$ cat src/hdl/alld_pkg.sv
package alld_pkg;

    localparam int DEPTH   = 32;
    localparam int ADDR_W  = $clog2(DEPTH);
    localparam int VALUE_W = 16;
    localparam int LINK_W  = 6;
    localparam int STEP_W  = $clog2(DEPTH + 1);
    localparam int KIND_W  = 3;
    localparam int TDATA_W = 32;

    localparam logic [LINK_W-1:0] END_MARK = LINK_W'(DEPTH);

    typedef enum logic [KIND_W-1:0] {
        KIND_WRITE   = 3'd0,
        KIND_HEAD    = 3'd1,
        KIND_DEL_VAL = 3'd2,
        KIND_DEL_IDX = 3'd3,
        KIND_READ    = 3'd4
    } t_kind;

    localparam logic STATUS_OK   = 1'b0;
    localparam logic STATUS_MISS = 1'b1;

    // per-node verdict of the match unit
    typedef struct packed {
        logic stop;  // end mark reached or walk too long
        logic hit;   // current node matches the key
    } t_walk_stat;

endpackage

$ cat src/hdl/alld_ram.sv
module alld_ram #(
    parameter int WIDTH = 16,
    parameter int DEPTH = 32
) (
    input  logic                     i_clk,
    input  logic                     i_we,
    input  logic [$clog2(DEPTH)-1:0] i_waddr,
    input  logic [WIDTH-1:0]         i_wdata,
    input  logic [$clog2(DEPTH)-1:0] i_raddr,
    output logic [WIDTH-1:0]         o_rdata
);

    logic [WIDTH-1:0] r_mem [DEPTH];
    logic [WIDTH-1:0] r_rdata;

    always_ff @(posedge i_clk) begin
        if (i_we) begin
            r_mem[i_waddr] <= i_wdata;
        end
        r_rdata <= r_mem[i_raddr];
    end

    assign o_rdata = r_rdata;

endmodule

$ cat src/hdl/alld_match.sv
module alld_match (
    input  logic                       i_by_value,
    input  logic [alld_pkg::VALUE_W-1:0] i_key_value,
    input  logic [alld_pkg::ADDR_W-1:0]  i_key_index,
    input  logic [alld_pkg::VALUE_W-1:0] i_cand_value,
    input  logic [alld_pkg::LINK_W-1:0]  i_cand_node,
    input  logic [alld_pkg::STEP_W-1:0]  i_step,
    output alld_pkg::t_walk_stat         o_stat
);
    import alld_pkg::*;

    logic w_stop;
    logic w_eq;

    // any node number of DEPTH or more is an end mark
    assign w_stop = (i_cand_node >= END_MARK) || (i_step >= STEP_W'(DEPTH));
    assign w_eq   = i_by_value ? (i_cand_value == i_key_value)
                               : (i_cand_node[ADDR_W-1:0] == i_key_index);

    assign o_stat.stop = w_stop;
    assign o_stat.hit  = !w_stop && w_eq;

endmodule

$ cat src/hdl/array_linked_list_delete_unit.sv
// array-backed singly linked list with delete
//
// slave channel (i_s_*): one beat per request. tuser carries the kind (write
// entry, set head, delete by value, delete by index, read entry), tdata the
// index, value and link. master channel (o_m_*): exactly one result beat per
// request, tuser is the status (0 done / deleted, 1 not found), tdata holds the
// deleted node index and the read value and link.
//
// sequence: write entry and set head go from the idle state straight to the
// response step, read entry passes a memory read step (S_RDATA) first, and a
// delete walks the list node by node until a match, the end mark or DEPTH
// nodes without a match. the next request is taken only once the result has
// moved to the output register. the walk is set by the one read port of the
// node memories: each cycle reads one node and the next address comes
// straight from its link. o_s_tready is high only while the sequencer is idle.
//
// reset clears the head to the end mark (empty list) and the output valid flag.
// the node memories are not cleared and must be written before use. when the
// receiver stalls the finished beat waits in the output register; the block
// still takes the next request and holds its result until the slot frees.
module array_linked_list_delete_unit (
    input  logic                          i_clk,
    input  logic                          i_rst_n,
    // request channel
    input  logic                          i_s_tvalid,
    output logic                          o_s_tready,
    input  logic [alld_pkg::TDATA_W-1:0]  i_s_tdata,  // index[4:0], value[20:5], link[26:21]
    input  logic [alld_pkg::KIND_W-1:0]   i_s_tuser,  // kind[2:0]
    // result channel
    output logic                          o_m_tvalid,
    input  logic                          i_m_tready,
    output logic [alld_pkg::TDATA_W-1:0]  o_m_tdata,  // hit_index[4:0], read_value[20:5], read_link[26:21]
    output logic                          o_m_tuser   // status[0]
);
    import alld_pkg::*;

    typedef enum logic [1:0] {
        S_IDLE,
        S_RDATA,
        S_WALK,
        S_RESP
    } t_state;

    localparam int VAL_LO  = ADDR_W;
    localparam int LINK_LO = ADDR_W + VALUE_W;
    localparam int USED_W  = ADDR_W + VALUE_W + LINK_W;

    // request fields
    logic [ADDR_W-1:0]  w_in_index;
    logic [VALUE_W-1:0] w_in_value;
    logic [LINK_W-1:0]  w_in_link;
    t_kind              w_in_kind;
    logic               w_accept;

    assign w_in_index = i_s_tdata[ADDR_W-1:0];
    assign w_in_value = i_s_tdata[LINK_LO-1:VAL_LO];
    assign w_in_link  = i_s_tdata[USED_W-1:LINK_LO];
    assign w_in_kind  = t_kind'(i_s_tuser);
    assign w_accept   = i_s_tvalid && o_s_tready;

    // sequencer state
    t_state             r_state;
    logic [LINK_W-1:0]  r_head;
    logic [LINK_W-1:0]  r_cur;
    logic [ADDR_W-1:0]  r_prev;
    logic               r_have_prev;
    logic [STEP_W-1:0]  r_step;
    logic               r_by_value;
    logic [ADDR_W-1:0]  r_key_index;
    logic [VALUE_W-1:0] r_key_value;

    // pending result
    logic               r_res_status;
    logic [ADDR_W-1:0]  r_res_hit;
    logic [VALUE_W-1:0] r_res_value;
    logic [LINK_W-1:0]  r_res_link;

    // output register
    logic               r_out_valid;
    logic               r_out_status;
    logic [ADDR_W-1:0]  r_out_hit;
    logic [VALUE_W-1:0] r_out_value;
    logic [LINK_W-1:0]  r_out_link;

    // memory ports
    logic               w_val_we;
    logic               w_lnk_we;
    logic [ADDR_W-1:0]  w_lnk_waddr;
    logic [LINK_W-1:0]  w_lnk_wdata;
    logic [ADDR_W-1:0]  w_raddr;
    logic [VALUE_W-1:0] w_val_q;
    logic [LINK_W-1:0]  w_lnk_q;

    t_walk_stat         w_stat;
    logic               w_out_free;

    assign w_out_free = !r_out_valid || i_m_tready;
    assign o_s_tready = (r_state == S_IDLE);

    always_comb begin
        w_val_we    = 1'b0;
        w_lnk_we    = 1'b0;
        w_lnk_waddr = w_in_index;
        w_lnk_wdata = w_in_link;
        w_raddr     = r_head[ADDR_W-1:0];
        case (r_state)
            S_IDLE: begin
                if (w_accept && (w_in_kind == KIND_WRITE)) begin
                    w_val_we = 1'b1;
                    w_lnk_we = 1'b1;
                end
                if (w_in_kind == KIND_READ) begin
                    w_raddr = w_in_index;
                end
            end
            S_WALK: begin
                // follow the link of the node just read
                w_raddr = w_lnk_q[ADDR_W-1:0];
                if (w_stat.hit && r_have_prev) begin
                    // splice: predecessor takes the deleted node's link
                    w_lnk_we    = 1'b1;
                    w_lnk_waddr = r_prev;
                    w_lnk_wdata = w_lnk_q;
                end
            end
            default: begin
            end
        endcase
    end

    alld_ram #(
        .WIDTH (VALUE_W),
        .DEPTH (DEPTH)
    ) u_val_ram (
        .i_clk   (i_clk),
        .i_we    (w_val_we),
        .i_waddr (w_in_index),
        .i_wdata (w_in_value),
        .i_raddr (w_raddr),
        .o_rdata (w_val_q)
    );

    alld_ram #(
        .WIDTH (LINK_W),
        .DEPTH (DEPTH)
    ) u_lnk_ram (
        .i_clk   (i_clk),
        .i_we    (w_lnk_we),
        .i_waddr (w_lnk_waddr),
        .i_wdata (w_lnk_wdata),
        .i_raddr (w_raddr),
        .o_rdata (w_lnk_q)
    );

    alld_match u_match (
        .i_by_value   (r_by_value),
        .i_key_value  (r_key_value),
        .i_key_index  (r_key_index),
        .i_cand_value (w_val_q),
        .i_cand_node  (r_cur),
        .i_step       (r_step),
        .o_stat       (w_stat)
    );

    always_ff @(posedge i_clk) begin
        if (!i_rst_n) begin
            r_state     <= S_IDLE;
            r_head      <= END_MARK;
            r_out_valid <= 1'b0;
        end else begin
            // the response step reloads the slot itself when it frees
            if (r_out_valid && i_m_tready && (r_state != S_RESP)) begin
                r_out_valid <= 1'b0;
            end
            case (r_state)
                S_IDLE: begin
                    if (w_accept) begin
                        r_res_status <= STATUS_OK;
                        r_res_hit    <= '0;
                        r_res_value  <= '0;
                        r_res_link   <= '0;
                        r_key_index  <= w_in_index;
                        r_key_value  <= w_in_value;
                        r_by_value   <= (w_in_kind == KIND_DEL_VAL);
                        r_cur        <= r_head;
                        r_have_prev  <= 1'b0;
                        r_step       <= '0;
                        case (w_in_kind)
                            KIND_HEAD: begin
                                r_head  <= w_in_link;
                                r_state <= S_RESP;
                            end
                            KIND_DEL_VAL, KIND_DEL_IDX: begin
                                r_state <= S_WALK;
                            end
                            KIND_READ: begin
                                r_state <= S_RDATA;
                            end
                            default: begin
                                // entry write goes through the memory ports,
                                // unknown kinds change nothing
                                r_state <= S_RESP;
                            end
                        endcase
                    end
                end
                S_RDATA: begin
                    r_res_value <= w_val_q;
                    r_res_link  <= w_lnk_q;
                    r_state     <= S_RESP;
                end
                S_WALK: begin
                    if (w_stat.stop) begin
                        r_res_status <= STATUS_MISS;
                        r_state      <= S_RESP;
                    end else if (w_stat.hit) begin
                        if (!r_have_prev) begin
                            // deleting the first node moves the head
                            r_head <= w_lnk_q;
                        end
                        r_res_hit <= r_cur[ADDR_W-1:0];
                        r_state   <= S_RESP;
                    end else begin
                        r_prev      <= r_cur[ADDR_W-1:0];
                        r_have_prev <= 1'b1;
                        r_cur       <= w_lnk_q;
                        r_step      <= r_step + 1'b1;
                    end
                end
                S_RESP: begin
                    if (w_out_free) begin
                        r_out_valid  <= 1'b1;
                        r_out_status <= r_res_status;
                        r_out_hit    <= r_res_hit;
                        r_out_value  <= r_res_value;
                        r_out_link   <= r_res_link;
                        r_state      <= S_IDLE;
                    end
                end
                default: begin
                    r_state <= S_IDLE;
                end
            endcase
        end
    end

    assign o_m_tvalid = r_out_valid;
    assign o_m_tuser  = r_out_status;
    assign o_m_tdata  = {{(TDATA_W - USED_W){1'b0}}, r_out_link, r_out_value, r_out_hit};

    // one request in work at a time
    a_busy_after_accept: assert property (@(posedge i_clk) disable iff (!i_rst_n)
        w_accept |=> !o_s_tready)
        else $error("request accepted while a request is in work");

    // walk never visits more than DEPTH nodes
    a_step_bound: assert property (@(posedge i_clk) disable iff (!i_rst_n)
        (r_state == S_WALK) |-> (r_step <= STEP_W'(DEPTH)))
        else $error("list walk ran past its bound");

    // a result beat only comes out of the response step
    a_out_from_resp: assert property (@(posedge i_clk) disable iff (!i_rst_n)
        $rose(o_m_tvalid) |-> ($past(r_state) == S_RESP))
        else $error("result beat raised outside the response step");

    // a miss never reports a deleted node
    a_miss_no_hit: assert property (@(posedge i_clk) disable iff (!i_rst_n)
        (o_m_tvalid && (o_m_tuser == STATUS_MISS)) |-> (o_m_tdata[ADDR_W-1:0] == '0))
        else $error("not-found result carries a node index");

    // a splice write always targets the node ahead of the match
    a_splice_prev: assert property (@(posedge i_clk) disable iff (!i_rst_n)
        ((r_state == S_WALK) && w_lnk_we) |-> (r_have_prev && w_stat.hit))
        else $error("link write during walk without a match behind a predecessor");

endmodule
$ cat config.mk
export PLATFORM = sky130hd
export DESIGN_NAME = array_linked_list_delete_unit
export DESIGN_NICKNAME = d
export VERILOG_FILES = /design/src/hdl/alld_pkg.sv /design/src/hdl/alld_ram.sv /design/src/hdl/alld_match.sv /design/src/hdl/array_linked_list_delete_unit.sv
export SDC_FILE = /design/constraint.sdc
export NUM_CORES = 1
export LEC_CHECK = 0
export ABC_AREA = 1
export BUFFER_PORTS_ARGS = -buffer_cell sky130_fd_sc_hd__buf_2
export CAP_MARGIN = 20
export CORE_MARGIN = 2
export CORE_UTILIZATION = 40
export CTS_BUF_LIST = sky130_fd_sc_hd__clkbuf_4 sky130_fd_sc_hd__clkbuf_8 sky130_fd_sc_hd__clkbuf_16
export DETAILED_ROUTE_END_ITERATION = 16
export PLACE_DENSITY = 0.56
export SYNTH_ARGS = -nofsm -noshare
export SYNTH_HDL_FRONTEND = slang
export SYNTH_SLANG_ARGS = --single-unit
$ cat constraint.sdc
create_clock -name i_clk -period 3.9 [get_ports i_clk]
set_input_delay 0.195 -clock i_clk [delete_from_list [all_inputs] [get_ports i_clk]]
set_output_delay 0.195 -clock i_clk [all_outputs]
set_load 0.02 [all_outputs]
==> reports/qor.tcl, run 1 <==
set qor(synth-seq-cells) 831
set qor(timing.critical_path.arrival_ns) 3.55
set qor(placedCellCount) 4533
set qor(reg2reg_to) {u_lnk_ram.r_mem[9][3]$_DFFE_PP_}
set qor(setup_viol) 0
set qor(finalCritPeriodShare_pct) 83.94
set qor(layout.core_utilization_pct) 45.86
set qor(post_synth_edffs) 800
set qor(yosys-top-cells-area) {edfxtp_1 66%, nand3_1 8.5%, nand2_1 8.3%}
set qor(static-leakage-power_nw) 16.72
set qor(worst_skew_pair.late_latency_ns) 0.64
set qor(final_cell_count_no_fill) 4710
set qor(grt-ovfl-total) 0
set qor(startpoint) {r_state[0]$_SDFFE_PN0P_}
set qor(finalNetCount) 3506
set qor(area_growth_pct) 13.61
set qor(crit_path_top_delay_cell) {nor2_1}
set qor(period_minus_slack_ns) 3.274
set qor(power_density_nw_per_um2) 753.7
set qor(all_layer_global_routing_usage_pct) 19.92
set qor(max_slew.worst_pin.slew_ns) 0.9981
set qor(hpwl_reported_at_the_end_of_detailed_placement_mm) 54.10
set qor(slew_viol_final) 0
set qor(route.final.wire_length_mm) 93.15
set qor(die_h_um) 305.4
set qor(clock_path_buffers) 3
set qor(distinct_cells_synth) 30
set qor(detailedRoute.firstIterationViolations) 1916
set qor(design_area_um2) 41280
set qor(grt_antenna_before_repair) 0
set qor(grt_max_degree) 81
set qor(place.port_buffers) 63
set qor(fin_setup_tns_ns) 0
set qor(clockRootBuffer) {clkbuf_16}
set qor(max_freq_mhz) 305.5
set qor(number_of_global_route_vias_before_repair) 22490
set qor(reg2reg_from) {r_state[0]$_SDFFE_PN0P_}
set qor(worst_hold_slack_ns) 0.1010
set qor(worst_hold_path_type) {primary input to flop}
set qor(cp-start-kind) {flop}
set qor(timing.critical_path.cells) {inv_1 -> ha_1 -> buf_4 -> nand2_1 -> inv_1 -> nand3_2 -> buf_4 -> nand2_1 -> nand2_1 -> nand3_1 -> nor2_1}
set qor(dieWidth_um) 305.4
set qor(timing.critical_path.mode_cell) {nand2_1}
set qor(crit_fanout) 16
set qor(vias) 23460
set qor(fin_worst_skew_ns) 0.01915
set qor(dieArea_um2) 93250
set qor(htree_levels) 3
set qor(ff2ff_path_depth) 11
set qor(synthesis.area_per_instance_um2) 10.79
set qor(floorplan.initialDensity_pct) 40.36
set qor(dominantRegCellSynth) {edfxtp_1}
set qor(drc) 0
set qor(reg2reg_setup_slack_ns) 0.63
set qor(hold_viol) 0
set qor(syn-cell-area_um2) 36330
set qor(crit_end) {u_lnk_ram.r_mem[9][3]$_DFFE_PP_}
set qor(worstSetupPathDepth) 11
set qor(globalplace.congestion) 0.8072
set qor(cts_repair_resize_count) 0
set qor(placement.cell_area_um2) 38290
set qor(worst-setup-path-type) {flop to flop}
set qor(synth.largest_area_cell) {edfxtp_1}
set qor(required_ns) 4.17
set qor(core_region_area_um2) 90010
set qor(max_cap_viol_count) 0
set qor(placementRows) 110
set qor(worst-path-buf-inv) 4
set qor(post_route_cells_drive_above_1_share_pct) 10.05
set qor(clkTransAtPathRegs_ns) 0.06
set qor(clock_tree_from_tritoncts) {built}
set qor(peak_per_stage_delay_on_the_critical_path_ns) 0.62
set qor(yosys.area.top_type_share_pct) 66.12
set qor(avgViaCountPerCell) 4.981
set qor(synth.yosys.seq_area_share_pct) 67.83
set qor(worst_path_dominant_cell_family) {simple AND/OR/NAND/NOR gates}
set qor(post_synth_arst_share_pct) 0
set qor(grt_setup_unrepaired) {no}
set qor(outcome) {finished clean}
set qor(cts_buffers) 87
set qor(cts.sink_count) 831
set qor(ioPinCount) 74
set qor(drtAntennaViolNets) 0
set qor(timing.slew.headroom_pct) 33.46
set qor(num_antenna_cells) 0
set qor(postSynthCellCount) 3367
set qor(vdd.ir_drop.worst_mv) 0.6721
set qor(crit_path_end_kind) {flop}
set qor(drt_pre_antenna_iters) 5
set qor(grt_first_pass_wirelength_mm) 141.0
set qor(routedWlPerCell_um) 19.78
set qor(synth-warning-count) 0
-- timing repair --
action / in CTS / in global routing
hold buffers: 14 / 0
setup endpoints to repair: 0 / 0
setup buffers: 0 / 0
hold endpoints to repair: 15 / 0
-- logic make-up (layout without fill, tap and decap cells) --
kind of cell | Yosys count | count (layout) | share of synthesized area (%)
AO/OA/AOI/OAI | 21 | 21 | 0.3203
XOR/XNOR | 8 | 8 | 0.1928
adder cells (fa/ha/maj) | 6 | 6 | 0.2066
buffers and inverters | 722 | 885 | 8.417
flip-flops | 831 | 831 | 67.83
other | 1 | 5 | 0.01032
AND/OR/NAND/NOR | 1778 | 1778 | 23.02
-- routing by layer --
metal / vias to the layer above / global-route usage [%] / wire length [µm] / part of all wire (%)
met5: - / 0 / 0 / 0
met3: 127 / 2.413 / 5142 / 5.5
met4: 0 / 6.118 / 2215 / 2.4
met1: 11300 / 28.00 / 41950 / 45
li1: 11400 / - / - / -
met2: 640 / 32.38 / 43840 / 47
-- synthesized netlist by cell type (2+ instances only) --
cell      instances
nand2_1         801
edfxtp_1        800
nand3_1         617
inv_1           528
nand3b_1        221
nor2_1          108
buf_2            71
clkbuf_1         65
dfxtp_1          31
buf_6            30
nand4_1          14
o21ai_0          14
buf_1            13
buf_4             9
a21oi_1           6
ha_1              6
inv_2             5
nor3_1            5
xnor2_1           4
xor2_1            4
and3_1            2
nand2_2           2
nand2_4           2
nand3_2           2
or2_2             2
-- sequential cells by signal, summed over array words and instances, names as in the netlist, 16 cells and up --
name               count
r_key_value           16
u_lnk_ram.r_mem      192
u_val_ram.o_rdata     16
r_res_value           16
r_out_value           16
u_val_ram.r_mem      512
-- worst min-delay path by stage --
| stage | from | endpoint | cells after the start |
|---|---|---|---|
| 6_report | i_s_tuser[2] | r_by_value$_DFFE_PP_ | 3 |
| 3_3_place_gp | r_res_hit[3]$_SDFFCE_PN0P_ | r_out_hit[3]$_DFFE_PP_ | 0 |
| 5_1_grt | i_s_tuser[2] | r_by_value$_DFFE_PP_ | 3 |
| 3_5_place_dp | r_res_value[15]$_SDFFCE_PP0P_ | r_out_value[15]$_DFFE_PP_ | 0 |
| 4_1_cts | i_s_tuser[2] | r_by_value$_DFFE_PP_ | 3 |
| 2_1_floorplan | i_s_tdata[0] | r_key_index[0]$_DFFE_PP_ | 0 |
-- power breakdown --
| part | total [mW] | internal (mW) | switching (mW) |
|---|---|---|---|
| Combinational | 12.3 | 3.59 | 8.76 |
| Clock | 8.17 | 4.76 | 3.40 |
| Sequential | 10.6 | 10.3 | 0.264 |
-- stage by stage --
| step | total power [mW] | setup WS (ns) |
|---|---|---|
| 3_3_place_gp | 23.07 | 0.6988 |
| 4_1_cts | 31.31 | 0.6502 |
| 5_1_grt | 32.88 | 0.4288 |
| 6_report | 31.11 | 0.6264 |
| 2_1_floorplan | 18.86 | 0.7683 |
| 3_5_place_dp | 23.12 | 0.6464 |
-- cells in the final DEF (no fill, tap or decap), types with 2 or more instances in the layout --
cell,n
nand4_1,14
clkbuf_4,23
clkinv_2,20
buf_2,63
nor2_2,14
dfxtp_1,31
inv_1,528
clkbuf_16,92
buf_12,23
clkinv_1,15
dlygate4sd3_1,14
inv_6,5
clkinvlp_4,3
or2_2,2
nor3_1,3
nand2_8,2
nand2_1,801
xor2_1,4
o21ai_0,13
nand3b_1,221
nor3_2,2
ha_1,6
nor2_1,95
conb_1,5
buf_4,88
nand3_1,617
xnor2_1,4
clkbuf_8,5
a21oi_1,6
bufinv_16,3
edfxtp_1,800
-- tightest hold or removal path, delay by kind of cell --
family | cells | cell delay [ns]
simple gates | 2 | 0.21
buf+inv | 1 | 0.15
-- layout make-up --
cell class / instances / area (µm²)
Sequential cell: 831 / 24640
Tap cell: 1176 / 1471
Timing Repair Buffer: 189 / 1592
Fill cell: 8328 / 48730
Multi-Input combinational cell: 1818 / 8722
Clock buffer: 120 / 2544
Clock inverter: 42 / 286.5
Inverter: 534 / 2018
Power figures use the tool's default switching activity.
==> run 2: changes to the inputs <==
Settings changed: PLACE_DENSITY 0.56 to 0.58.
Clock period 3.9 ns to 2.87 ns, I/O delays scaled along.
==> run 2 against run 1 <==
Against the previous run:
- clock skew increased by 0.0044 ns
- via count is 1.4% higher
- clock power increased by 36%
- sequential power increased by 38%
- register-to-register slack got worse by 0.45 ns
- clock-buffer cell count decreased by 3
- non-clock buffer count rose by 44
- sequential cell count is the same
- critical path type unchanged
==> reports/qor.tcl, run 2 (synthesized netlist as in run 1, its figures left out) <==
set qor(outcome) {finished clean}
set qor(cell_internal_pwr_mw) 26.20
set qor(required_ns) 3.44
set qor(post_route_cells_drive_above_1_share_pct) 11.14
set qor(crit_path_end_kind) {flop}
set qor(dieArea_um2) 93250
set qor(floorplan.initialDensity_pct) 40.36
set qor(drtAntennaViolNets) 0
set qor(layout.cells.most_common_list) {801 x nand2_1, 800 x edfxtp_1, 616 x nand3_1}
set qor(crit_fanout) 44
set qor(cts.sink_count) 831
set qor(grt_max_degree) 97
set qor(slew_viol_final) 0
set qor(period_minus_slack_ns) 2.697
set qor(clock_tree_from_tritoncts) {built}
set qor(hold_viol) 0
set qor(worst-path-buf-inv) 5
set qor(timing.critical_path.cells) {inv_1 -> ha_2 -> buf_4 -> buf_4 -> nand2_1 -> and3_2 -> clkinv_1 -> buf_4 -> nand3_1 -> nand2_1 -> nand2_1 -> nand2_1}
set qor(static-leakage-power_nw) 17.11
set qor(comb_power_share_pct) 40.4
set qor(p_clk_share_pct) 25.8
set qor(setup_viol) 0
set qor(startpoint) {r_state[0]$_SDFFE_PN0P_}
set qor(peak_per_stage_delay_on_the_critical_path_ns) 0.58
set qor(timing.slew.headroom_pct) 41.23
set qor(place_worst_setup_slack_ns) 0.1090
set qor(cells_on_worst_hold_path) 6
set qor(max_freq_mhz) 370.7
set qor(routedWlPerCell_um) 19.77
set qor(mostFrequentLayoutCell) {nand2_1}
set qor(detailedRoute.firstIterationViolations) 2017
set qor(power.share.sequential_pct) 33.8
set qor(place.port_buffers) 63
set qor(drc) 0
set qor(crit_path_top_delay_cell) {buf_4}
set qor(htree_levels) 3
set qor(placementRows) 110
set qor(grt-ovfl-total) 0
set qor(die_h_um) 305.4
set qor(reg2reg_to) {u_lnk_ram.o_rdata[3]$_DFF_P_}
set qor(globalplace.congestion) 0.8084
set qor(avgViaCountPerCell) 5.010
set qor(timing.final.ws_setup_ns) 0.1726
set qor(dieWidth_um) 305.4
set qor(hold_start) {i_s_tuser[2]}
set qor(max_slew.worst_pin.slew_ns) 0.8815
set qor(cts_buffers) 86
set qor(vias) 23800
set qor(hold_path_end) {r_state[1]$_SDFFE_PN0P_}
set qor(power.net_switching_mw) 16.83
set qor(layout.filler_cells) 8169
set qor(cp-start-kind) {flop}
set qor(sw_frac_of_total_pct) 39.12
set qor(vdd.ir_drop.worst_mv) 0.6569
set qor(top_register) {u_val_ram.r_mem}
set qor(largest_register_ffs) 512
set qor(worst_skew_pair.late_latency_ns) 0.64
set qor(reg2reg_setup_slack_ns) 0.17
set qor(max_cap_viol_count) 0
set qor(clockRootBuffer) {clkbuf_16}
set qor(core_region_area_um2) 90010
set qor(power_density_nw_per_um2) 1018
set qor(number_of_global_route_vias_before_repair) 22690
set qor(route.final.wire_length_mm) 93.91
set qor(worst-setup-path-type) {flop to flop}
set qor(layout.core_utilization_pct) 46.98
set qor(worst_hold_path_type) {primary input to flop}
set qor(ff2ff_path_depth) 12
set qor(area_growth_pct) 16.39
set qor(grt_antenna_before_repair) 2
set qor(biggestRegsByFlops) {u_val_ram.r_mem (512), u_lnk_ram.r_mem (192)}
set qor(grt_setup_unrepaired) {yes}
set qor(worst_path_dominant_cell_family) {buffers and inverters}
set qor(fin_worst_skew_ns) 0.02350
set qor(finalNetCount) 3550
set qor(clkTransAtPathRegs_ns) 0.06
set qor(all_layer_global_routing_usage_pct) 19.92
set qor(hpwl_reported_at_the_end_of_detailed_placement_mm) 54.45
set qor(timing.critical_path.mode_cell) {nand2_1}
set qor(grt_first_pass_wirelength_mm) 141.1
set qor(reg2reg_from) {r_state[0]$_SDFFE_PN0P_}
set qor(drt_pre_antenna_iters) 6
set qor(clock_path_buffers) 3
set qor(ioPinCount) 74
set qor(finalCritPeriodShare_pct) 93.98
set qor(timing.critical_path.arrival_ns) 3.27
-- run 2: cell types whose count changed in the layout (fill, tap and decap cells not counted), moves of 5 or more --
cell	before	now
buf_12	23	61
clkinv_2	20	8
buf_4	88	79
buf_6	0	6
buf_16	0	5
-- run 2: worst max path at each step --
stage          slack [ns]  depth (start not counted)                                 to
2_1_floorplan        0.21                          9   u_val_ram.r_mem[10][0]$_DFFE_PP_
3_3_place_gp         0.10                         12   u_val_ram.r_mem[11][1]$_DFFE_PP_
3_5_place_dp         0.11                         12  u_val_ram.r_mem[29][14]$_DFFE_PP_
4_1_cts              0.08                         12   u_val_ram.r_mem[11][4]$_DFFE_PP_
5_1_grt             -0.05                         14    u_lnk_ram.r_mem[5][4]$_DFFE_PP_
6_report             0.17                         12       u_lnk_ram.o_rdata[3]$_DFF_P_
-- run 2: layer usage --
metal  part of all wire (%)  vias to the layer above  track usage, %
met5                      0                        -               0
li1                       -                    11470               -
met1                     45                    11570           27.61
met4                    2.5                        0           5.923
met2                     47                      638           32.98
met3                    5.1                      126           2.378
-- run 2: what timing repair did --
item,in CTS,in global routing
endpoints found under the hold margin,15,0
endpoints found under the setup margin,0,614
setup buffers,0,1
gates resized for setup,0,18
hold buffers,16,0
-- run 2: area by class of cell --
cell class	count	area, µm²	area share (%)
Sequential cell	831	24640	58.28
Clock buffer	117	2445	5.782
Multi-Input combinational cell	1819	8770	20.74
Timing Repair Buffer	233	2570	6.078
Antenna cell	1	2.502	0.005918
Inverter	534	2021	4.779
Tap cell	1176	1471	3.480
Clock inverter	39	361.6	0.8551
-- run 2: power groups by stage --
stage          logic [mW]  registers [mW]  clock network (mW)
2_1_floorplan        11.1            14.5                   0
3_3_place_gp         16.8            14.8                   0
3_5_place_dp         16.9            14.8                   0
4_1_cts              17.0            14.6                11.3
5_1_grt              19.2            14.6                11.7
6_report             17.4            14.6                11.1
-- run 2: metrics by stage --
step / hold WS, ns / setup TNS [ns] / cell area (µm²) / instances / power [mW]
after floorplan: 0.2424 / 0 / 36360 / 3371 / 25.63
after CTS: 0.05354 / 0 / 42100 / 4744 / 42.86
final: 0.09169 / 0 / 42290 / 4750 / 43.04
after global placement: 0.4034 / 0 / 39130 / 4572 / 31.61
after global routing: 0.1099 / -0.8745 / 42280 / 4749 / 45.53
after detailed placement: 0.4045 / 0 / 39130 / 4572 / 31.74
-- run 2: worst reg2reg max path, stage by stage (launching register included) --
cell and delay [ns]:
dfxtp_1 0.34, inv_1 0.09, ha_2 0.27, buf_4 0.17
buf_4 0.17, nand2_1 0.09, and3_2 0.24, clkinv_1 0.05
buf_4 0.58, nand3_1 0.29, nand2_1 0.18, nand2_1 0.08
nand2_1 0.09
